--- src/design/rrts_pkg.sv ---
// Shared codes and field widths for the round-robin task scheduler.
// Used by round_robin_task_scheduler_top; no dependencies.
package rrts_pkg;

    // Default sizing handed to the top level.
    localparam int MAX_TASKS_DEF = 16;
    localparam int ID_WIDTH_DEF  = 32;

    // Fixed widths of the stream fields.
    localparam int KIND_W     = 2;
    localparam int QID_W      = 32;
    localparam int STATUS_W   = 2;
    localparam int SLOT_OUT_W = 4;
    localparam int ID_OUT_W   = 32;
    localparam int IN_DATA_W  = 32;
    localparam int OUT_DATA_W = 80;
    localparam int OUT_USED_W = 1 + SLOT_OUT_W + ID_OUT_W + SLOT_OUT_W + ID_OUT_W + 1;
    localparam int OUT_PAD_W  = OUT_DATA_W - OUT_USED_W;

    // Request kinds.
    localparam logic [KIND_W-1:0] K_CREATE  = 2'd0;
    localparam logic [KIND_W-1:0] K_EXIT    = 2'd1;
    localparam logic [KIND_W-1:0] K_RESCHED = 2'd2;
    localparam logic [KIND_W-1:0] K_QUERY   = 2'd3;

    // Result status codes.
    localparam logic [STATUS_W-1:0] RS_OK     = 2'd0;
    localparam logic [STATUS_W-1:0] RS_FULL   = 2'd1;
    localparam logic [STATUS_W-1:0] RS_FATAL  = 2'd2;
    localparam logic [STATUS_W-1:0] RS_HALTED = 2'd3;

    // Task states held per slot.
    localparam logic [1:0] ST_READY   = 2'd0;
    localparam logic [1:0] ST_RUNNING = 2'd1;
    localparam logic [1:0] ST_DEAD    = 2'd2;

endpackage

--- src/design/round_robin_task_scheduler_top.sv ---
// Round-robin task scheduler: slot table in one memory, ring walks in a sequencer.
// Depends on rrts_pkg and rrts_slot_mem.
//
// One request is taken at a time and yields one result. The slot table sits in a
// single memory with one read and one write port, and every walk reads one slot per
// cycle through that read port, so the time a request takes follows the slots visited:
// create scans up from slot 0 to the lowest free slot, a query walks the ring from the
// head, a reschedule walks on from the current task to the next ready slot, and an exit
// that switches away adds the unlink walk from the ring head. A request while halted
// goes straight to the result with the halted status. No clearing pass follows reset.
// The next request is taken while a result still waits in the output register.
module round_robin_task_scheduler_top #(
    parameter int MAX_TASKS = rrts_pkg::MAX_TASKS_DEF,
    parameter int ID_WIDTH  = rrts_pkg::ID_WIDTH_DEF
) (
    input  logic                              i_clk,
    input  logic                              i_rst_n,
    input  logic                              i_s_axis_tvalid,
    output logic                              o_s_axis_tready,
    // query_id[31:0]
    input  logic [rrts_pkg::IN_DATA_W-1:0]    i_s_axis_tdata,
    // kind[1:0]
    input  logic [rrts_pkg::KIND_W-1:0]       i_s_axis_tuser,
    output logic                              o_m_axis_tvalid,
    input  logic                              i_m_axis_tready,
    // switched[0], current_slot[4:1], current_id[36:5], created_slot[40:37],
    // created_id[72:41], alive[73], zero[79:74]
    output logic [rrts_pkg::OUT_DATA_W-1:0]   o_m_axis_tdata,
    // status[1:0]
    output logic [rrts_pkg::STATUS_W-1:0]     o_m_axis_tuser
);

    localparam int SLOT_W   = (MAX_TASKS > 1) ? $clog2(MAX_TASKS) : 1;
    localparam int CNT_W    = $clog2(MAX_TASKS + 1);
    localparam int L_ID_LO  = SLOT_W;
    localparam int L_ST_LO  = SLOT_W + ID_WIDTH;
    localparam int L_USED   = L_ST_LO + 2;
    localparam int WORD_W   = L_USED + 1;
    localparam int CMP_W    = (ID_WIDTH > rrts_pkg::QID_W) ? ID_WIDTH : rrts_pkg::QID_W;
    localparam int OSLOT_W  = rrts_pkg::SLOT_OUT_W;
    localparam int OID_W    = rrts_pkg::ID_OUT_W;
    localparam int OPAD_W   = rrts_pkg::OUT_PAD_W;

    localparam logic [WORD_W-1:0] ENTRY0 =
        {1'b1, rrts_pkg::ST_RUNNING, {ID_WIDTH{1'b0}}, {SLOT_W{1'b0}}};

    localparam logic [CNT_W-1:0]  LAST_CNT  = CNT_W'(MAX_TASKS - 1);
    localparam logic [SLOT_W-1:0] LAST_SLOT = SLOT_W'(MAX_TASKS - 1);

    localparam logic [3:0] S_IDLE     = 4'd0;
    localparam logic [3:0] S_CR_SCAN  = 4'd1;
    localparam logic [3:0] S_CR_HEAD  = 4'd2;
    localparam logic [3:0] S_CR_LINK  = 4'd3;
    localparam logic [3:0] S_RS_CUR   = 4'd4;
    localparam logic [3:0] S_RS_WALK  = 4'd5;
    localparam logic [3:0] S_RS_SETQ  = 4'd6;
    localparam logic [3:0] S_RS_OLD   = 4'd7;
    localparam logic [3:0] S_RS_MISS  = 4'd8;
    localparam logic [3:0] S_UL_ISSUE = 4'd9;
    localparam logic [3:0] S_UL_WALK  = 4'd10;
    localparam logic [3:0] S_UL_FREE  = 4'd11;
    localparam logic [3:0] S_QY_WALK  = 4'd12;
    localparam logic [3:0] S_PUSH     = 4'd13;

    function automatic logic [WORD_W-1:0] f_pack(
        input logic                used,
        input logic [1:0]          st,
        input logic [ID_WIDTH-1:0] id,
        input logic [SLOT_W-1:0]   link
    );
        return {used, st, id, link};
    endfunction

    // control state
    logic [3:0]              r_state,    n_state;
    logic [SLOT_W-1:0]       r_head,     n_head;
    logic [SLOT_W-1:0]       r_run_slot, n_run_slot;
    logic [ID_WIDTH-1:0]     r_run_id,   n_run_id;
    logic [ID_WIDTH-1:0]     r_id_ctr,   n_id_ctr;
    logic                    r_halted,   n_halted;
    logic                    r_m_tvalid, n_m_tvalid;

    // working and payload registers
    logic                    r_is_exit,  n_is_exit;
    logic [rrts_pkg::QID_W-1:0] r_qid,   n_qid;
    logic [SLOT_W-1:0]       r_p,        n_p;
    logic [CNT_W-1:0]        r_cnt,      n_cnt;
    logic [SLOT_W-1:0]       r_tslot,    n_tslot;
    logic [WORD_W-1:0]       r_word,     n_word;
    logic [WORD_W-1:0]       r_cur_word, n_cur_word;
    logic                    r_cur_dead, n_cur_dead;
    logic                    r_ul_found, n_ul_found;
    logic [rrts_pkg::STATUS_W-1:0] r_res_status, n_res_status;
    logic                    r_res_sw,    n_res_sw;
    logic                    r_res_alive, n_res_alive;
    logic [SLOT_W-1:0]       r_res_cslot, n_res_cslot;
    logic [ID_WIDTH-1:0]     r_res_cid,   n_res_cid;
    logic [rrts_pkg::OUT_DATA_W-1:0] r_m_tdata, n_m_tdata;
    logic [rrts_pkg::STATUS_W-1:0]   r_m_tuser, n_m_tuser;

    // memory port
    logic                    w_wr_en;
    logic [SLOT_W-1:0]       w_wr_addr;
    logic [WORD_W-1:0]       w_wr_data;
    logic [SLOT_W-1:0]       w_rd_addr;
    logic [WORD_W-1:0]       w_rd_data;

    logic                    w_q_used;
    logic [1:0]              w_q_st;
    logic [ID_WIDTH-1:0]     w_q_id;
    logic [SLOT_W-1:0]       w_q_link;
    logic [SLOT_W-1:0]       w_cur_link;
    logic                    w_in_acc;

    rrts_slot_mem #(
        .DEPTH    (MAX_TASKS),
        .ADDR_W   (SLOT_W),
        .WIDTH    (WORD_W),
        .P_ENTRY0 (ENTRY0)
    ) u_slot_mem (
        .i_clk     (i_clk),
        .i_rst_n   (i_rst_n),
        .i_wr_en   (w_wr_en),
        .i_wr_addr (w_wr_addr),
        .i_wr_data (w_wr_data),
        .i_rd_addr (w_rd_addr),
        .o_rd_data (w_rd_data)
    );

    assign w_q_used   = w_rd_data[L_USED];
    assign w_q_st     = w_rd_data[L_USED-1:L_ST_LO];
    assign w_q_id     = w_rd_data[L_ST_LO-1:L_ID_LO];
    assign w_q_link   = w_rd_data[SLOT_W-1:0];
    assign w_cur_link = r_cur_word[SLOT_W-1:0];

    assign o_s_axis_tready = (r_state == S_IDLE);
    assign w_in_acc        = i_s_axis_tvalid && o_s_axis_tready;

    assign o_m_axis_tvalid = r_m_tvalid;
    assign o_m_axis_tdata  = r_m_tdata;
    assign o_m_axis_tuser  = r_m_tuser;

    always_comb begin
        n_state      = r_state;
        n_head       = r_head;
        n_run_slot   = r_run_slot;
        n_run_id     = r_run_id;
        n_id_ctr     = r_id_ctr;
        n_halted     = r_halted;
        n_m_tvalid   = r_m_tvalid;
        n_is_exit    = r_is_exit;
        n_qid        = r_qid;
        n_p          = r_p;
        n_cnt        = r_cnt;
        n_tslot      = r_tslot;
        n_word       = r_word;
        n_cur_word   = r_cur_word;
        n_cur_dead   = r_cur_dead;
        n_ul_found   = r_ul_found;
        n_res_status = r_res_status;
        n_res_sw     = r_res_sw;
        n_res_alive  = r_res_alive;
        n_res_cslot  = r_res_cslot;
        n_res_cid    = r_res_cid;
        n_m_tdata    = r_m_tdata;
        n_m_tuser    = r_m_tuser;
        w_wr_en      = 1'b0;
        w_wr_addr    = r_p;
        w_wr_data    = r_word;
        w_rd_addr    = r_p;

        if (r_m_tvalid && i_m_axis_tready) begin
            n_m_tvalid = 1'b0;
        end

        unique case (r_state)
            S_IDLE: begin
                if (w_in_acc) begin
                    n_qid        = i_s_axis_tdata[rrts_pkg::QID_W-1:0];
                    n_is_exit    = (i_s_axis_tuser == rrts_pkg::K_EXIT);
                    n_res_status = rrts_pkg::RS_OK;
                    n_res_sw     = 1'b0;
                    n_res_alive  = 1'b0;
                    n_res_cslot  = '0;
                    n_res_cid    = '0;
                    n_cnt        = '0;
                    if (r_halted) begin
                        n_res_status = rrts_pkg::RS_HALTED;
                        n_state      = S_PUSH;
                    end else begin
                        unique case (i_s_axis_tuser)
                            rrts_pkg::K_CREATE: begin
                                w_rd_addr = '0;
                                n_p       = '0;
                                n_state   = S_CR_SCAN;
                            end
                            rrts_pkg::K_EXIT, rrts_pkg::K_RESCHED: begin
                                w_rd_addr = r_run_slot;
                                n_state   = S_RS_CUR;
                            end
                            rrts_pkg::K_QUERY: begin
                                w_rd_addr = r_head;
                                n_p       = r_head;
                                n_state   = S_QY_WALK;
                            end
                            default: n_state = S_IDLE;
                        endcase
                    end
                end
            end

            // one slot per cycle: the read for the next slot goes out with the check
            S_CR_SCAN: begin
                if (!w_q_used) begin
                    n_tslot   = r_p;
                    w_rd_addr = r_head;
                    n_state   = S_CR_HEAD;
                end else if (r_p == LAST_SLOT) begin
                    n_res_status = rrts_pkg::RS_FULL;
                    n_state      = S_PUSH;
                end else begin
                    n_p       = r_p + 1'b1;
                    w_rd_addr = r_p + 1'b1;
                end
            end

            S_CR_HEAD: begin
                w_wr_en   = 1'b1;
                w_wr_addr = r_tslot;
                w_wr_data = f_pack(1'b1, rrts_pkg::ST_READY, r_id_ctr, w_q_link);
                // a head that is the new slot itself ends up pointing to itself
                if (r_head == r_tslot) begin
                    n_word = f_pack(1'b1, rrts_pkg::ST_READY, r_id_ctr, r_tslot);
                end else begin
                    n_word = {w_rd_data[WORD_W-1:SLOT_W], r_tslot};
                end
                n_state = S_CR_LINK;
            end

            S_CR_LINK: begin
                w_wr_en     = 1'b1;
                w_wr_addr   = r_head;
                w_wr_data   = r_word;
                n_res_cslot = r_tslot;
                n_res_cid   = r_id_ctr;
                n_id_ctr    = r_id_ctr + 1'b1;
                n_state     = S_PUSH;
            end

            S_RS_CUR: begin
                n_cur_word = w_rd_data;
                n_cur_dead = r_is_exit || (w_q_st == rrts_pkg::ST_DEAD);
                if (w_q_link == r_run_slot) begin
                    n_state = S_RS_MISS;
                end else begin
                    w_rd_addr = w_q_link;
                    n_p       = w_q_link;
                    n_state   = S_RS_WALK;
                end
            end

            S_RS_WALK: begin
                if (w_q_st == rrts_pkg::ST_READY) begin
                    n_tslot = r_p;
                    n_word  = f_pack(w_q_used, rrts_pkg::ST_RUNNING, w_q_id, w_q_link);
                    n_state = S_RS_SETQ;
                end else if (r_cnt == LAST_CNT || w_q_link == r_run_slot) begin
                    n_state = S_RS_MISS;
                end else begin
                    n_cnt     = r_cnt + 1'b1;
                    n_p       = w_q_link;
                    w_rd_addr = w_q_link;
                end
            end

            S_RS_MISS: begin
                if (r_cur_dead) begin
                    n_halted     = 1'b1;
                    n_res_status = rrts_pkg::RS_FATAL;
                end
                n_state = S_PUSH;
            end

            S_RS_SETQ: begin
                w_wr_en   = 1'b1;
                w_wr_addr = r_tslot;
                w_wr_data = r_word;
                n_state   = r_cur_dead ? S_UL_ISSUE : S_RS_OLD;
            end

            S_RS_OLD: begin
                w_wr_en    = 1'b1;
                w_wr_addr  = r_run_slot;
                w_wr_data  = {r_cur_word[L_USED], rrts_pkg::ST_READY,
                              r_cur_word[L_ST_LO-1:0]};
                n_run_slot = r_tslot;
                n_run_id   = r_word[L_ST_LO-1:L_ID_LO];
                n_res_sw   = 1'b1;
                n_state    = S_PUSH;
            end

            // read the head only after the new task's write has landed
            S_UL_ISSUE: begin
                w_rd_addr  = r_head;
                n_p        = r_head;
                n_cnt      = '0;
                n_ul_found = 1'b0;
                n_state    = S_UL_WALK;
            end

            S_UL_WALK: begin
                if (w_q_link == r_run_slot) begin
                    w_wr_en    = 1'b1;
                    w_wr_addr  = r_p;
                    w_wr_data  = {w_rd_data[WORD_W-1:SLOT_W], w_cur_link};
                    n_ul_found = 1'b1;
                    if (r_head == r_run_slot) begin
                        n_head = (w_cur_link == r_run_slot) ? '0 : w_cur_link;
                    end
                    n_state = S_UL_FREE;
                end else if (r_cnt == LAST_CNT || w_q_link == r_head) begin
                    n_state = S_UL_FREE;
                end else begin
                    n_cnt     = r_cnt + 1'b1;
                    n_p       = w_q_link;
                    w_rd_addr = w_q_link;
                end
            end

            S_UL_FREE: begin
                w_wr_en    = 1'b1;
                w_wr_addr  = r_run_slot;
                w_wr_data  = f_pack(1'b0, rrts_pkg::ST_READY,
                                    r_cur_word[L_ST_LO-1:L_ID_LO],
                                    r_ul_found ? r_run_slot : w_cur_link);
                n_run_slot = r_tslot;
                n_run_id   = r_word[L_ST_LO-1:L_ID_LO];
                n_res_sw   = 1'b1;
                n_state    = S_PUSH;
            end

            S_QY_WALK: begin
                if (w_q_used && (CMP_W'(w_q_id) == CMP_W'(r_qid))
                        && (w_q_st != rrts_pkg::ST_DEAD)) begin
                    n_res_alive = 1'b1;
                    n_state     = S_PUSH;
                end else if (r_cnt == LAST_CNT || w_q_link == r_head) begin
                    n_state = S_PUSH;
                end else begin
                    n_cnt     = r_cnt + 1'b1;
                    n_p       = w_q_link;
                    w_rd_addr = w_q_link;
                end
            end

            // hold the result until the output register is free
            S_PUSH: begin
                if (!r_m_tvalid || i_m_axis_tready) begin
                    n_m_tvalid = 1'b1;
                    n_m_tuser  = r_res_status;
                    n_m_tdata  = {{OPAD_W{1'b0}}, r_res_alive,
                                  OID_W'(r_res_cid), OSLOT_W'(r_res_cslot),
                                  OID_W'(r_run_id), OSLOT_W'(r_run_slot), r_res_sw};
                    n_state    = S_IDLE;
                end
            end

            default: n_state = S_IDLE;
        endcase
    end

    always_ff @(posedge i_clk) begin
        if (!i_rst_n) begin
            r_state    <= S_IDLE;
            r_head     <= '0;
            r_run_slot <= '0;
            r_run_id   <= '0;
            r_id_ctr   <= ID_WIDTH'(1);
            r_halted   <= 1'b0;
            r_m_tvalid <= 1'b0;
        end else begin
            r_state    <= n_state;
            r_head     <= n_head;
            r_run_slot <= n_run_slot;
            r_run_id   <= n_run_id;
            r_id_ctr   <= n_id_ctr;
            r_halted   <= n_halted;
            r_m_tvalid <= n_m_tvalid;
        end
    end

    always_ff @(posedge i_clk) begin
        r_is_exit    <= n_is_exit;
        r_qid        <= n_qid;
        r_p          <= n_p;
        r_cnt        <= n_cnt;
        r_tslot      <= n_tslot;
        r_word       <= n_word;
        r_cur_word   <= n_cur_word;
        r_cur_dead   <= n_cur_dead;
        r_ul_found   <= n_ul_found;
        r_res_status <= n_res_status;
        r_res_sw     <= n_res_sw;
        r_res_alive  <= n_res_alive;
        r_res_cslot  <= n_res_cslot;
        r_res_cid    <= n_res_cid;
        r_m_tdata    <= n_m_tdata;
        r_m_tuser    <= n_m_tuser;
    end

    a_halt_sticks: assert property (@(posedge i_clk) disable iff (!i_rst_n)
        r_halted |=> r_halted)
        else $error("halted flag cleared without reset");

    a_halted_result: assert property (@(posedge i_clk) disable iff (!i_rst_n)
        (o_m_axis_tvalid && (o_m_axis_tuser == rrts_pkg::RS_HALTED)) |-> r_halted)
        else $error("halted status reported while not halted");

    a_switch_ok: assert property (@(posedge i_clk) disable iff (!i_rst_n)
        (o_m_axis_tvalid && o_m_axis_tdata[0]) |-> (o_m_axis_tuser == rrts_pkg::RS_OK))
        else $error("task switch reported with an error status");

    a_no_idle_write: assert property (@(posedge i_clk) disable iff (!i_rst_n)
        ((r_state == S_IDLE) || (r_state == S_PUSH)) |-> !w_wr_en)
        else $error("slot table written outside request processing");

endmodule

--- src/design/rrts_slot_mem.sv ---
// Slot table memory: one write port, one registered read port, per-entry valid bits.
// An entry never written reads as its reset word. No package dependency.
module rrts_slot_mem #(
    parameter int               DEPTH    = 16,
    parameter int               ADDR_W   = 4,
    parameter int               WIDTH    = 39,
    parameter logic [WIDTH-1:0] P_ENTRY0 = '0
) (
    input  logic              i_clk,
    input  logic              i_rst_n,
    input  logic              i_wr_en,
    input  logic [ADDR_W-1:0] i_wr_addr,
    input  logic [WIDTH-1:0]  i_wr_data,
    input  logic [ADDR_W-1:0] i_rd_addr,
    output logic [WIDTH-1:0]  o_rd_data
);

    logic [WIDTH-1:0] r_mem [DEPTH];
    logic [DEPTH-1:0] r_valid;
    logic [WIDTH-1:0] r_q;
    logic             r_q_valid;
    logic             r_q_zero;

    always_ff @(posedge i_clk) begin
        if (i_wr_en) begin
            r_mem[i_wr_addr] <= i_wr_data;
        end
        r_q      <= r_mem[i_rd_addr];
        r_q_zero <= (i_rd_addr == '0);
    end

    always_ff @(posedge i_clk) begin
        if (!i_rst_n) begin
            r_valid   <= '0;
            r_q_valid <= 1'b0;
        end else begin
            r_q_valid <= r_valid[i_rd_addr];
            if (i_wr_en) begin
                r_valid[i_wr_addr] <= 1'b1;
            end
        end
    end

    // Slot zero starts out as the running task; every other slot starts free.
    assign o_rd_data = r_q_valid ? r_q : (r_q_zero ? P_ENTRY0 : '0);

endmodule
--- config.mk ---
export PLATFORM = sky130hd
export DESIGN_NAME = round_robin_task_scheduler_top
export DESIGN_NICKNAME = d
export VERILOG_FILES = /design/src/design/rrts_pkg.sv /design/src/design/round_robin_task_scheduler_top.sv /design/src/design/rrts_slot_mem.sv
export SDC_FILE = /design/constraint.sdc
export NUM_CORES = 1
export LEC_CHECK = 0
export BUFFER_PORTS_ARGS = -buffer_cell sky130_fd_sc_hd__buf_2
export CELL_PAD_IN_SITES_DETAIL_PLACEMENT = 1
export CELL_PAD_IN_SITES_GLOBAL_PLACEMENT = 2
export CORE_UTILIZATION = 39
export CTS_CLUSTER_SIZE = 12
export DETAILED_ROUTE_END_ITERATION = 7
export PLACE_DENSITY = 0.77
export SLEW_MARGIN = 25
export SYNTH_ARGS = -nofsm -noshare
export SYNTH_HDL_FRONTEND = slang
export SYNTH_SLANG_ARGS = --single-unit
--- constraint.sdc ---
create_clock -name i_clk -period 7.6 [get_ports i_clk]
set_input_delay 0.38 -clock i_clk [delete_from_list [all_inputs] [get_ports i_clk]]
set_output_delay 0.38 -clock i_clk [all_outputs]
set_load 0.05 [all_outputs]
==> out/summary.txt, run 1 <==
Clock power frac - 0.248
Met2 usage - 0.366
Crit path DAT - 5.51 ns
Asr flop ratio synth - 0
FF-to-FF Start - u_slot_mem.r_q_valid
Number of global-route vias before repair - 26862
CP required - 8.19 ns
RSZ-0062 raised after global routing - no
Gr ovfl total - 0
Hold Crit Class - input port to register
Final core utilization - 0.450
Crit Path Max Fanout - 153
WL final - 117 mm
Max clock buf depth - 3
Post-synth top flop - edfxtp_1
CTS buffer count - 104
Max-cap violation count - 0
Most Crowded Layer GR - met2
Fillcell total - 10448
Clk sink count - 999
I/O Buffers - 115
Worst slew pin tran - 1.09 ns
Die Area - 0.105 mm^2
Skew-Pair Late Insertion Delay - 0.69 ns
Register area share after synthesis - 0.705
Sequential power share - 0.369
Setup TNS - 0 ns
Crit start category - register
Setup crit end kind - register
Setup violators final - 0
Min Hold Slack - 0.200 ns
CTS clk-pin slew, worst paths - 0.06 ns
CTS tree - done
CTS resizes - 0
Area delta synth->final - 14.5%
Reg2reg end - u_slot_mem.r_q[15]
Worst reg-to-reg path cell count - 14
Internal power - 12300 uW
Nets@finish - 3175
GRT Total Usage - 0.220
CP Capture Point - u_slot_mem.r_q[15]
Tmin final - 4.93 ns
Slew Viols, Final - 0
Pwr Density - 436 mW/mm^2
Synth warnings - 0
Fin cells - 4601
Pin count of the biggest net entering global routing - 192
Global Route met1 Usage - 0.296
Unique masters post-synth - 77
Cells after synthesis - 3000
Drt drc - 0
CTS Root Cell - clkbuf_16
DR pass1 iterations - 6
Post-synth EDFFs - 864
Yosys reg bits - 999
Peak supply drop - 0.000551 V
Die height - 325 um
Switching pwr - 8020 uW
Dpl ws - 2.81 ns
1st-iter DRT viols - 2255
Clock Skews - 0.0362 ns
Routed via count - 25506
Endpoints failing hold - 0
Sw Ratio - 0.396
Hpwl dp - 72.9 mm
Fmax - 0.203 GHz
Leakage - 0.0165 uW
Layout cell share with drive strength beyond 1 - 0.128
Syn_area_per_cell - 13.5 um^2
Core box area - 0.103 mm^2
Met3 usage in global routing - 0.0267
Initial Utilization - 0.393
I/O pin cnt - 122
Status - finished, final reports clean
# rows - 118
Relative slew slack - 0.275
Final worst slack - 2.67 ns
FF-to-FF setup slack - 2.67 ns
Initial antenna violation count - 1
Comb pwr share - 0.383
CTS H-tree depth - 3
Final cycle utilization of the critical path - 0.648
Chip Width - 325 um
Crit. Startpoint - u_slot_mem.r_q_valid
Via density - 5.54
Critical Setup Path Class - register to register
Cell area after synthesis - 0.0406 mm^2
Antenna-violating nets left - 0
Placed Cells - 4368
Mean routed wirelength per cell - 25.5 um
First-pass GRT wire length - 174 mm
Routability cong. - 0.914
worst min path at each step:
| stage | startpoint | endpoint | slack (ns) | depth (start not counted) |
|---|---|---|---|---|
| finish | i_m_axis_tready | o_m_axis_tvalid | 0.20 | 3 |
| global route | i_s_axis_tuser[0] | r_is_exit | 0.20 | 2 |
| floorplan | r_res_sw | o_m_axis_tdata[0] | 0.40 | 0 |
| global placement | r_res_cid[31] | o_m_axis_tdata[72] | 0.40 | 0 |
| CTS | i_m_axis_tready | o_m_axis_tvalid | 0.15 | 3 |
| detailed placement | r_res_cid[11] | o_m_axis_tdata[52] | 0.41 | 0 |
power groups by stage:
| stage | clock network, uW | logic, uW | registers, uW |
|---|---|---|---|
| floorplan | 0 | 5290 | 7310 |
| global placement | 0 | 7520 | 7540 |
| detailed placement | 0 | 7740 | 7580 |
| CTS | 5140 | 7810 | 7470 |
| global route | 5310 | 8360 | 7520 |
| finish | 5030 | 7760 | 7480 |
placed cells by master, fill, tap and decap left out, types with 65 or more instances in the layout:
master	synthesis	routed
a31oi_1	83	83
and2_1	66	65
buf_2	47	115
clkbuf_16	0	106
dfxtp_1	135	134
edfxtp_1	864	864
mux2i_1	195	195
nand2_1	580	579
nand3_1	99	99
nor2_1	99	81
critical path, cell delays in order (launching register included):
cell and delay (ns):
dfxtp_2 0.42, buf_4 0.42, nor4bb_1 0.39, nand2_1 0.10
a32o_2 0.33, nand2_2 0.25, nor2_1 0.12, o21ai_1 0.33
o21ai_1 0.20, o31ai_4 0.75, buf_12 0.58, nand2_1 0.12
a31oi_1 0.24, a22oi_1 0.13, nand2_1 0.21
cells in the mapped netlist, types with 47 or more instances:
| library cell | instances | area [um^2] |
|---|---|---|
| and2_1 | 66 | 413 |
| edfxtp_1 | 864 | 25900 |
| nand2_1 | 580 | 2180 |
| buf_2 | 47 | 235 |
| mux2i_1 | 195 | 1950 |
| dfxtp_1 | 135 | 2700 |
| clkbuf_1 | 96 | 360 |
| a31oi_1 | 83 | 519 |
| nand3_1 | 99 | 495 |
| and3_1 | 47 | 294 |
| nor2_1 | 99 | 372 |
layer usage:
layer / vias up / share of wire / wire length, um
met5: - / 0 / 0
met4: 0 / 0.030 / 3530
met3: 194 / 0.051 / 5970
met2: 796 / 0.48 / 56200
met1: 13076 / 0.44 / 51600
li1: 11440 / - / -
registers in the layout, summed over array words and instances (netlist names), 2 cells and up:
register,flops
o_m_axis_tdata,74
o_m_axis_tuser,2
r_cnt,5
r_cur_word,37
r_head,4
r_id_ctr,32
r_p,4
r_qid,32
r_res_cid,32
r_res_cslot,4
r_res_status,2
r_run_id,32
r_run_slot,4
r_state,4
r_tslot,4
r_word,39
u_slot_mem.r_mem,624
u_slot_mem.r_q,39
u_slot_mem.r_valid,16
cell type report:
type,count,area (um^2),area share
Clock buffer,172,3090,0.0664
Sequential cell,999,28600,0.616
Multi-Input combinational cell,1783,11100,0.239
Timing Repair Buffer,204,1470,0.0316
Tap cell,1380,1730,0.0371
Clock inverter,25,298,0.00640
Inverter,37,139,0.00299
Antenna cell,1,2.50,0.0000538
cells by family (layout without fill, tap and decap cells):
group,count (synthesis),count (layout),share of synthesized area
simple gates,1002,1002,0.110
mux,239,239,0.0614
other cells,1,7,0.0000923
buf+inv,223,438,0.0257
flops,999,999,0.705
fa+ha+maj,8,8,0.00246
xor+xnor,51,51,0.0110
compound gates,477,477,0.0841
stage by stage:
step           cell area [um^2]  total power (uW)
3_5_place_dp              42700             15300
2_1_floorplan             40600             12600
3_3_place_gp              42700             15100
4_1_cts                   46400             20400
6_report                  46500             20300
5_1_grt                   46500             21200
timing repair:
action	4_1_cts	5_1_grt
setup buffers	0	0
endpoints found under the hold margin	32	0
hold buffers	32	0
Power figures use the tool's default switching activity.
==> run 2, diff against run 1 <==
Settings changed: PLACE_DENSITY 0.77 to 0.79.
Clock period 7.6 ns to 4 ns, I/O delays scaled along.
==> run 2 against run 1 <==
  * Cell count up 2.8%
  * Hold slack got worse by 0.034 ns
  * Highest routed layer unchanged
  * Clock-buffer cell count fell by 10
  * Clock power increased by 93%
  * Sequential power up 90%
  * Critical path type unchanged
  * Register-to-register slack lost 2.7 ns
  * Critical path depth rose by 1
  * Clock skew down 0.00099 ns
  * Final area increased by 3.5%
  * Sequential share of layout area decreased by 2.1 points
==> out/summary.txt, run 2 (synthesized netlist as in run 1, its figures left out) <==
Status - finished, final reports clean (unchanged)
Routability cong. - 0.901 (was 0.914)
WP buf/inv - 4 (was 2)
RSZ-0062 raised after global routing - no (unchanged)
Core box area - 0.103 mm^2 (unchanged)
Area after DPL - 0.0443 mm^2 (was 0.0427 mm^2)
Most common cell after layout, fill and taps aside - edfxtp_1 (unchanged)
CP max stage cell - dfxtp_1 (was o31ai_4)
Pin count of the biggest net entering global routing - 69 (was 192)
CTS buffer count - 105 (was 104)
CTS tree - done (unchanged)
Max-cap violation count - 0 (unchanged)
Fillcell total - 10364 (was 10448)
Crit start category - register (unchanged)
Largest Register - u_slot_mem.r_mem (unchanged)
Fmax - 0.251 GHz (was 0.203 GHz)
Setup crit end kind - register (unchanged)
Hold path depth - 2 (was 3)
Gr ovfl total - 0 (unchanged)
Final worst slack - 0.0193 ns (was 2.67 ns)
Mean routed wirelength per cell - 26.3 um (was 25.5 um)
Nets@finish - 3301 (was 3175)
WL final - 124 mm (was 117 mm)
CTS Root Cell - clkbuf_16 (unchanged)
Initial Utilization - 0.393 (unchanged)
CP required - 4.60 ns (was 8.19 ns)
Multi-input gate area - 0.0112 mm^2 (was 0.0111 mm^2)
CTS H-tree depth - 3 (unchanged)
Via density - 5.61 (was 5.54)
Antenna-violating nets left - 0 (unchanged)
1st-iter DRT viols - 2690 (was 2255)
Dpl ws - -0.102 ns (was 2.81 ns)
FF-to-FF Start - u_slot_mem.r_q[27] (was u_slot_mem.r_q_valid)
Initial antenna violation count - 3 (was 1)
Tmin final - 3.98 ns (was 4.93 ns)
Skew-Pair Late Insertion Delay - 0.70 ns (was 0.69 ns)
Placed Cells - 4492 (was 4368)
Fin cells - 4728 (was 4601)
Worst slew pin tran - 0.823 ns (was 1.09 ns)
Clock power frac - 0.238 (was 0.248)
Crit Path Max Fanout - 22 (was 153)
Sw Ratio - 0.388 (was 0.396)
Clk sink count - 999 (unchanged)
Hold Crit Class - input port to register (unchanged)
Min-Delay Endpoint - r_run_id[2] (was o_m_axis_tvalid)
I/O pin cnt - 122 (unchanged)
Endpoints failing hold - 0 (unchanged)
Critical Setup Path Class - register to register (unchanged)
FF/Latch Area - 0.0287 mm^2 (was 0.0286 mm^2)
Crit-path cells - inv_1 > a22oi_2 > nand3_1 > nor4_1 > nand4_1 > o21ai_2 > o21a_1 > o221ai_4 > buf_12 > buf_12 > buf_12 > mux2i_1 > a221oi_1 > o21ai_1 > nand2_2 (was buf_4 > nor4bb_1 > nand2_1 > a32o_2 > nand2_2 > nor2_1 > o21ai_1 > o21ai_1 > o31ai_4 > buf_12 > nand2_1 > a31oi_1 > a22oi_1 > nand2_1)
GRT Total Usage - 0.232 (was 0.220)
Internal power - 25100 uW (was 12300 uW)
Critical path's most frequent cell - buf_12 (was nand2_1)
Design area - 0.0482 mm^2 (was 0.0465 mm^2)
Routed via count - 26541 (was 25506)
Switching pwr - 15900 uW (was 8020 uW)
DR pass1 iterations - 6 (unchanged)
Reg2reg end - u_slot_mem.r_q[33] (was u_slot_mem.r_q[15])
Final cycle utilization of the critical path - 0.995 (was 0.648)
Pwr Density - 850 mW/mm^2 (was 436 mW/mm^2)
Max clock buf depth - 3 (unchanged)
Leakage - 0.0173 uW (was 0.0165 uW)
CTS clk-pin slew, worst paths - 0.06 ns (about the same)
Die height - 325 um (unchanged)
Layout cell share with drive strength beyond 1 - 0.163 (was 0.128)
Final core utilization - 0.466 (was 0.450)
First-pass GRT wire length - 183 mm (was 174 mm)
Hold Path Origin - i_rst_n (was i_m_axis_tready)
Comb pwr share - 0.414 (was 0.383)
Drt drc - 0 (unchanged)
Relative slew slack - 0.450 (was 0.275)
Crit-path leading delay family - compound AO/OA/AOI/OAI gates (unchanged)
Worst reg-to-reg path cell count - 15 (was 14)
Design Power - 40900 uW (was 20300 uW)
Largest register FFs - 624 (unchanged)
Crit path DAT - 4.58 ns (was 5.51 ns)
# rows - 118 (unchanged)
Hpwl dp - 80.7 mm (was 72.9 mm)
Sequential power share - 0.348 (was 0.369)
Area delta synth->final - 18.5% (was 14.5%)
Die Area - 0.105 mm^2 (unchanged)
Chip Width - 325 um (unchanged)
I/O Buffers - 115 (unchanged)
Number of global-route vias before repair - 27751 (was 26862)
Slew Viols, Final - 0 (unchanged)
Setup violators final - 0 (unchanged)
Clock Skews - 0.0352 ns (was 0.0362 ns)
Most frequent cells in the layout - edfxtp_1 (864), nand2_1 (578), mux2i_1 (195), dfxtp_1 (130), buf_4 (124) (was edfxtp_1 (864), nand2_1 (579), mux2i_1 (195), dfxtp_1 (134), buf_2 (115))
CP peak stage delay - 0.52 ns (was 0.75 ns)
FF-to-FF setup slack - 0.02 ns (was 2.67 ns)
Peak supply drop - 0.000537 V (was 0.000551 V)
## run 2: cell count changes in the layout (fill, tap and decap cells not counted), sizes merged
cell / before / now
bufinv: 4 / 6
clkinvlp: 4 / 0
clkinv: 15 / 30
inv: 39 / 38
buf: 172 / 294
clkbuf: 172 / 162
dlygate4sd3: 32 / 35
## run 2: what timing repair did
item                                    4_1_cts  5_1_grt
gates resized for setup                       7       10
buffers inserted                              0        1
endpoints found under the hold margin        34        0
endpoints found under the setup margin        2        7
hold buffers                                 35        0
## run 2: power groups by stage
stage          logic [uW]  clock network, uW  registers [uW]
6_report            16900               9730           14200
5_1_grt             18100              10300           14300
4_1_cts             17000               9920           14200
3_5_place_dp        16800                  0           14400
3_3_place_gp        16200                  0           14400
2_1_floorplan       10000                  0           13900
## run 2: routing by layer
metal,part of all wire,global-route usage
met5,0,0
met4,0.026,0.0683
met3,0.048,0.0287
met2,0.49,0.391
met1,0.44,0.313
## run 2: worst max-delay path by stage
stage | end | from | depth (start not counted)
after detailed placement | u_slot_mem.r_q[33] | u_slot_mem.r_q_valid | 16
after floorplan | u_slot_mem.r_mem[13][0] | r_run_slot[0] | 10
final | u_slot_mem.r_q[33] | u_slot_mem.r_q[27] | 15
after global placement | u_slot_mem.r_q[33] | u_slot_mem.r_q[27] | 15
after CTS | u_slot_mem.r_q[33] | r_qid[10] | 15
after global routing | u_slot_mem.r_q[33] | r_qid[10] | 15
## run 2: through the flow
stage               hold WS, ns  setup TNS (ns)
global placement          0.380         -0.0892
global route              0.194               0
floorplan                 0.299          -0.200
CTS                       0.155               0
finish                    0.166               0
detailed placement        0.379          -0.102
## run 2: worst register-to-register path, delay by kind of cell, from the launching register on
kind	cells	cell delay, ns
buf+inv	4	0.72
compound gates	6	1.58
flops	1	0.52
mux	1	0.14
simple gates	4	0.91
## run 2: cell type report
cell class | count | area share
Antenna cell | 1 | 0.0000520
Inverter | 37 | 0.00288
Clock inverter | 37 | 0.00935
Tap cell | 1380 | 0.0359
Clock buffer | 162 | 0.0630
Sequential cell | 999 | 0.595
Multi-Input combinational cell | 1783 | 0.232
Timing Repair Buffer | 329 | 0.0617
